--- src/hdl/lpgu_pkg.sv ---
// Shared types and constants for the layout pair gradient update block.
// No dependencies; every other file in hdl/ refers to this package by scoped names.
`timescale 1ns / 1ps

package lpgu_pkg;

    localparam int MAX_VERTICES_DEF  = 16384;
    localparam int MAX_DIMENSION_DEF = 4;

    localparam int VERTEX_W    = 14;
    localparam int COORD_IDX_W = 2;
    localparam int VALUE_W     = 32;
    localparam int LR_W        = 17;
    localparam int DIM_W       = 3;
    localparam int GAMMA_W     = 24;
    localparam int CMD_W       = 2;
    localparam int CFG_IDX_W   = 2;
    localparam int DIST_W      = 31;
    localparam int GRAD_W      = 45;

    localparam logic [CMD_W-1:0] CMD_WRITE  = 2'd0;
    localparam logic [CMD_W-1:0] CMD_READ   = 2'd1;
    localparam logic [CMD_W-1:0] CMD_UPDATE = 2'd2;

    localparam logic [CFG_IDX_W-1:0] CFG_DIMENSION = 2'd0;
    localparam logic [CFG_IDX_W-1:0] CFG_GAMMA     = 2'd1;

    localparam logic [DIM_W-1:0]   DIM_RESET   = 3'd2;
    localparam logic [GAMMA_W-1:0] GAMMA_RESET = 24'd65536;

    localparam logic [LR_W-1:0]   Q_ONE      = 17'd65536;
    localparam logic [31:0]       Q_ONE_32   = 32'd65536;
    localparam logic [31:0]       Q_TENTH_32 = 32'd6554;
    localparam logic [DIST_W-1:0] DIST_MAX   = {DIST_W{1'b1}};

    // shared shift-add / shift-subtract unit
    localparam int ALU_A_W    = 57;
    localparam int ALU_B_W    = 33;
    localparam int ALU_P_W    = ALU_A_W + ALU_B_W;
    localparam int ALU_CNT_W  = 6;
    localparam int MUL_STEPS  = ALU_B_W;
    localparam int DIV_STEPS  = ALU_A_W;

    typedef enum logic {
        ALU_MUL,
        ALU_DIV
    } t_alu_op;

    typedef struct packed {
        logic               start;
        t_alu_op            op;
        logic [ALU_A_W-1:0] a;
        logic [ALU_B_W-1:0] b;
    } t_alu_req;

    typedef struct packed {
        logic               busy;
        logic               done;
        logic [ALU_P_W-1:0] result;
    } t_alu_rsp;

    typedef enum logic [3:0] {
        S_IDLE,
        S_RD,
        S_RD_DATA,
        S_P1_RD,
        S_P1_DIFF,
        S_P1_MUL,
        S_G1,
        S_G1W,
        S_G2W,
        S_P2_RD,
        S_P2_DIFF,
        S_P2_MUL,
        S_P2_WA,
        S_P2_WB,
        S_FIN
    } t_state;

endpackage

--- src/hdl/lpgu_alu.sv ---
// Shared bit-serial unit: shift-add multiply and restoring divide, one bit per cycle.
// Depends on lpgu_pkg for the request and response structs.
`timescale 1ns / 1ps

module lpgu_alu (
    input  logic               i_clk,
    input  logic               i_rst_n,
    input  lpgu_pkg::t_alu_req i_req,
    output lpgu_pkg::t_alu_rsp o_rsp
);

    logic                             r_busy;
    logic                             r_done;
    logic [lpgu_pkg::ALU_CNT_W-1:0]   r_cnt;
    lpgu_pkg::t_alu_op                r_op;
    logic [lpgu_pkg::ALU_A_W-1:0]     r_a;
    logic [lpgu_pkg::ALU_B_W-1:0]     r_div;
    logic [lpgu_pkg::ALU_P_W-1:0]     r_prod;
    logic [31:0]                      r_rem;
    logic [lpgu_pkg::ALU_A_W-1:0]     r_quo;

    logic [lpgu_pkg::ALU_A_W:0]       mul_sum;
    logic [lpgu_pkg::ALU_B_W-1:0]     div_trial;
    logic [lpgu_pkg::ALU_B_W-1:0]     div_diff;
    logic                             div_ge;
    logic                             start;

    assign start = i_req.start && !r_busy;

    always_comb begin
        mul_sum   = {1'b0, r_prod[lpgu_pkg::ALU_P_W-1:lpgu_pkg::ALU_B_W]}
                  + (r_prod[0] ? {1'b0, r_a} : '0);
        div_trial = {r_rem, r_quo[lpgu_pkg::ALU_A_W-1]};
        div_ge    = div_trial >= r_div;
        div_diff  = div_trial - r_div;
    end

    always_ff @(posedge i_clk) begin
        if (!i_rst_n) begin
            r_busy <= 1'b0;
            r_done <= 1'b0;
            r_cnt  <= '0;
        end else begin
            r_done <= 1'b0;
            if (start) begin
                r_busy <= 1'b1;
                r_cnt  <= (i_req.op == lpgu_pkg::ALU_MUL)
                        ? lpgu_pkg::ALU_CNT_W'(lpgu_pkg::MUL_STEPS - 1)
                        : lpgu_pkg::ALU_CNT_W'(lpgu_pkg::DIV_STEPS - 1);
            end else if (r_busy) begin
                r_cnt <= r_cnt - 1'b1;
                if (r_cnt == '0) begin
                    r_busy <= 1'b0;
                    r_done <= 1'b1;
                end
            end
        end
    end

    always_ff @(posedge i_clk) begin
        if (start) begin
            r_op   <= i_req.op;
            r_a    <= i_req.a;
            r_div  <= i_req.b;
            r_prod <= {{lpgu_pkg::ALU_A_W{1'b0}}, i_req.b};
            r_rem  <= '0;
            r_quo  <= i_req.a;
        end else if (r_busy) begin
            if (r_op == lpgu_pkg::ALU_MUL) begin
                r_prod <= {mul_sum, r_prod[lpgu_pkg::ALU_B_W-1:1]};
            end else begin
                r_rem <= div_ge ? div_diff[31:0] : div_trial[31:0];
                r_quo <= {r_quo[lpgu_pkg::ALU_A_W-2:0], div_ge};
            end
        end
    end

    assign o_rsp.busy   = r_busy;
    assign o_rsp.done   = r_done;
    assign o_rsp.result = (r_op == lpgu_pkg::ALU_MUL) ? r_prod
                        : {{lpgu_pkg::ALU_B_W{1'b0}}, r_quo};

endmodule

--- config.mk ---
export PLATFORM = sky130hd
export DESIGN_NAME = lpgu_alu
export DESIGN_NICKNAME = d
export VERILOG_FILES = /design/src/hdl/lpgu_pkg.sv /design/src/hdl/lpgu_alu.sv
export SDC_FILE = /design/constraint.sdc
export NUM_CORES = 1
export LEC_CHECK = 0
export ABC_AREA = 1
export ABC_CLOCK_PERIOD_IN_PS = 4900
export BUFFER_PORTS_ARGS = -buffer_cell sky130_fd_sc_hd__buf_4
export CORE_AREA = 2 2 212 214
export CTS_CLUSTER_SIZE = 30
export DETAILED_ROUTE_END_ITERATION = 8
export DIE_AREA = 0 0 214 216
export PLACE_DENSITY = 0.67
export REMOVE_ABC_BUFFERS = 1
export SETUP_SLACK_MARGIN = 0.3
export SYNTH_ARGS = -nofsm -noshare
export SYNTH_HDL_FRONTEND = slang
export SYNTH_SLANG_ARGS = --single-unit
--- constraint.sdc ---
create_clock -name i_clk -period 4.9 [get_ports i_clk]
set_input_delay 1.47 -clock i_clk [delete_from_list [all_inputs] [get_ports i_clk]]
set_output_delay 1.47 -clock i_clk [all_outputs]
set_load 0.005 [all_outputs]
==> metrics.md <==
| Metric | Value |
|---|---|
| Slew HR | 0.328 |
| Largest family of logic cells by synthesized area | simple AND/OR/NAND/NOR gates |
| Critical path, cell by cell | buf_4 > buf_4 > o21ai_0 > buf_4 |
| Die area | 0.0462 mm^2 |
| Post-layout util | 0.516 |
| CTS Hold Bufs | 0 |
| Final wirelength | 66.1 mm |
| Clock network fraction of design power | 0.329 |
| Reg area | 0.00738 mm^2 |
| Compound-gate portion of the synthesized area | 0.0712 |
| Sequential share of power | 0.388 |
| Slowest stage delay, CP | 0.64 ns |
| Design area | 0.0226 mm^2 |
| Worst-skew pair later-pin latency | 0.57 ns |
| Setup crit end kind | primary output |
| Final Setup Violations | 0 |
| Switching part of the total | 0.350 |
| Pwr Density | 344 mW/mm^2 |
| Period Utilization, post-route | 0.867 |
| Peak supply drop | 0.298 mV |
| Simple-Gate Fraction of Synth Area | 0.348 |
| DRC viols | 0 |
| WP data arrival | 2.78 ns |
| H-tree depth | 2 |
| Cell Int Power | 5.06 mW |
| Worst-Margin Slew | 1.01 ns |
| Netlist cell types | 40 |
| CP Buf/Inv Count | 3 |
| Ant diodes | 0 |
| Die H | 216 um |
| Synthesized area | 0.0196 mm^2 |
| Comb power frac | 0.283 |
| Grt total ovfl | 0 |
| Req. time, crit path | 3.43 ns |
| Number of synthesis warnings | 0 |
| Post-CTS sizing | 0 |
| HPWL after detailed placement | 52.0 mm |
| Gp weighted congestion | 0.973 |
| Num CTS Buffers | 35 |
| EDFF count, synth | 181 |
| CTS tree | yes |
| Initial antenna violation count | 3 |
| CTS max path bufs | 3 |
| Largest net degree at the start of global routing | 140 |
| Die width | 214 um |
| Initial Util | 0.447 |
| CP Max Fanout | 65 |
| Hold slack | 0.478 ns |
| Multiplexer area fraction after synthesis | 0 |
| Max-slew violation count | 0 |
| First drt pass iteration count | 6 |
| LEAKAGE | 12.3 nW |
| Total clock sinks | 278 |
| Fill count | 4,544 |
| XOR/XNOR Fraction of Synth Area | 0.0130 |
| Area Overhead vs Synth | 15.5% |
| Final nets | 3,371 |
| Status | finished, final reports clean |
| Net Switching | 2.72 mW |
| Sequential area share after synthesis | 0.377 |
| Worst path most repeated cell | buf_4 |
| Clk pin slew, worst setup/hold paths | 0.06 ns |
| WS Path Type | register to primary output |
| Vias per inst | 5.02 |
| Aggregate global-route resource usage | 0.280 |
| Max Cap Viol | 0 |
| Worst Hold Class | register to register |
| Post-synth top flop | edfxtp_1 |
| Global-route wire length before repair | 100 mm |
| Worst setup SP type | register |
| Top Ports | 186 |
| Multi-input gate area | 0.00968 mm^2 |
| Syn avg cell area | 6.48 um^2 |
| Core ar. | 0.0438 mm^2 |
| Ratio of cells with drive above 1 in the final layout | 0.0910 |
| Clock Root Buffer | clkbuf_16 |
| Vias in the first global route | 17,500 |
| Detail Route Antenna Nets | 0 |
| Layout Skew | 0.0211 ns |
| Critical path's slowest cell | buf_4 |
| Input/output buffers | 185 |
| Detailed Route Iter0 Violations | 1,554 |
| Cells after Synth | 3,023 |
| # rows | 77 |
| Placed cell areas | 0.0215 mm^2 |
| Via count | 19,100 |
| Max Fclk | 0.235 GHz |
| Tmin final | 4.25 ns |
| Adder-Cell Fraction of Synth Area | 0.0608 |
| Crit path max-delay family | buffers and inverters |
| #FFs+latches synth | 278 |
| Unrepaired setup endpoints after global routing | no |
| Post-CTS Setup Bufs | 0 |
| Routed WL per cell | 17.4 um |
| Final hold violations | 0 |
| Asr flop ratio synth | 0 |
layout make-up:
cell class,count,area share
clock inverters,12,0.00592
inverters,584,0.0969
repair buffers,202,0.0676
flip-flops and latches,278,0.326
multi-input cells,2082,0.428
well taps,592,0.0327
clock buffers,52,0.0433
synth_stat cells (all sizes together) (4+ instances only):
cell / count / area (um^2)
nand2: 1243 / 4700
xnor2: 14 / 123
nor3: 17 / 108
a21o: 5 / 37.5
dfxtp: 97 / 1940
edfxtp: 181 / 5440
o21bai: 7 / 56.3
nand4: 21 / 131
xor2: 15 / 131
nand3b: 14 / 105
ha: 92 / 1150
buf: 21 / 154
nor2: 244 / 951
clkbuf: 58 / 218
a211oi: 4 / 30.0
o22ai: 7 / 43.8
a31oi: 4 / 25.0
inv: 583 / 2190
a21oi: 146 / 753
nand3: 157 / 796
o21ai: 82 / 410
logic make-up after synthesis:
group	after synthesis
compound gates	260
xor+xnor	29
fa+ha+maj	94
buf+inv	663
flops	278
simple gates	1699
through the flow:
stage                     instances  setup slack (ns)   TNS, ns  power, mW
after detailed placement       3738              1.23         0       5.22
after CTS                      3802             0.604         0       7.80
after global routing           3802             0.537         0       8.19
after global placement         3738              1.27         0       5.19
after floorplan                2944            -10.85  -1933.06       4.43
final                          3802             0.651         0       7.78
power by group through the flow:
stage          registers, mW  logic [mW]  clock network, mW
3_3_place_gp            3.05        2.14                  0
5_1_grt                 3.04        2.46               2.69
4_1_cts                 3.01        2.18               2.61
6_report                3.01        2.20               2.56
3_5_place_dp            3.06        2.17                  0
2_1_floorplan           3.03        1.41                  0
per-layer routing:
| metal | vias to the layer above | share of wire | GRT usage | wire [um] |
|---|---|---|---|---|
| li1 | 9609 | - | - | - |
| met3 | 86 | 0.077 | 0.0521 | 5110 |
| met2 | 645 | 0.41 | 0.405 | 26900 |
| met4 | 4 | 0.023 | 0.0790 | 1510 |
| met1 | 8734 | 0.49 | 0.422 | 32600 |
| met5 | - | 0.00032 | 0 | 21 |
flip-flops by register name (all words and copies together) (netlist names):
name    cells
r_a        57
r_busy      1
r_op        1
r_done      1
r_cnt       6
r_quo      57
r_rem      32
r_div      33
r_prod     90
placed cells by master, fill, tap and decap left out, types with 6 or more instances in the layout:
cell,instances
o21ai_0,77
inv_1,577
clkbuf_16,35
dfxtp_1,97
ha_1,92
nor3_1,15
nor2_4,6
nand3b_1,14
o21bai_1,6
xnor2_1,14
buf_4,201
nand2_2,8
o22ai_1,7
nor2_1,232
nand4_1,21
clkbuf_1,13
nand3_1,155
xor2_1,15
a21oi_2,6
a21oi_1,140
nor2_2,6
edfxtp_1,181
nand2_1,1233
path summary, 6_finish.rpt:
path	startpoint	to	slack, ns	cells past startpoint
worst min-delay path	r_cnt[5]$_SDFFE_PN0P_	r_cnt[5]$_SDFFE_PN0P_	0.48	1
worst max-delay path	r_op$_DFFE_PP_	o_rsp[48]	0.65	4
worst min register to register	r_cnt[5]$_SDFFE_PN0P_	r_cnt[5]$_SDFFE_PN0P_	0.48	1
worst max register to register	r_op$_DFFE_PP_	r_prod[44]$_SDFFE_PP0P_	1.52	8
worst register-to-register path: cells and delay by family (launching register included):
kind | cells | cell delay [ns]
AOI/OAI and AO/OA | 3 | 0.27
buffers and inverters | 4 | 2.39
DFF | 1 | 0.35
and+or+nand+nor | 1 | 0.23
Power figures use the tool's default switching activity.
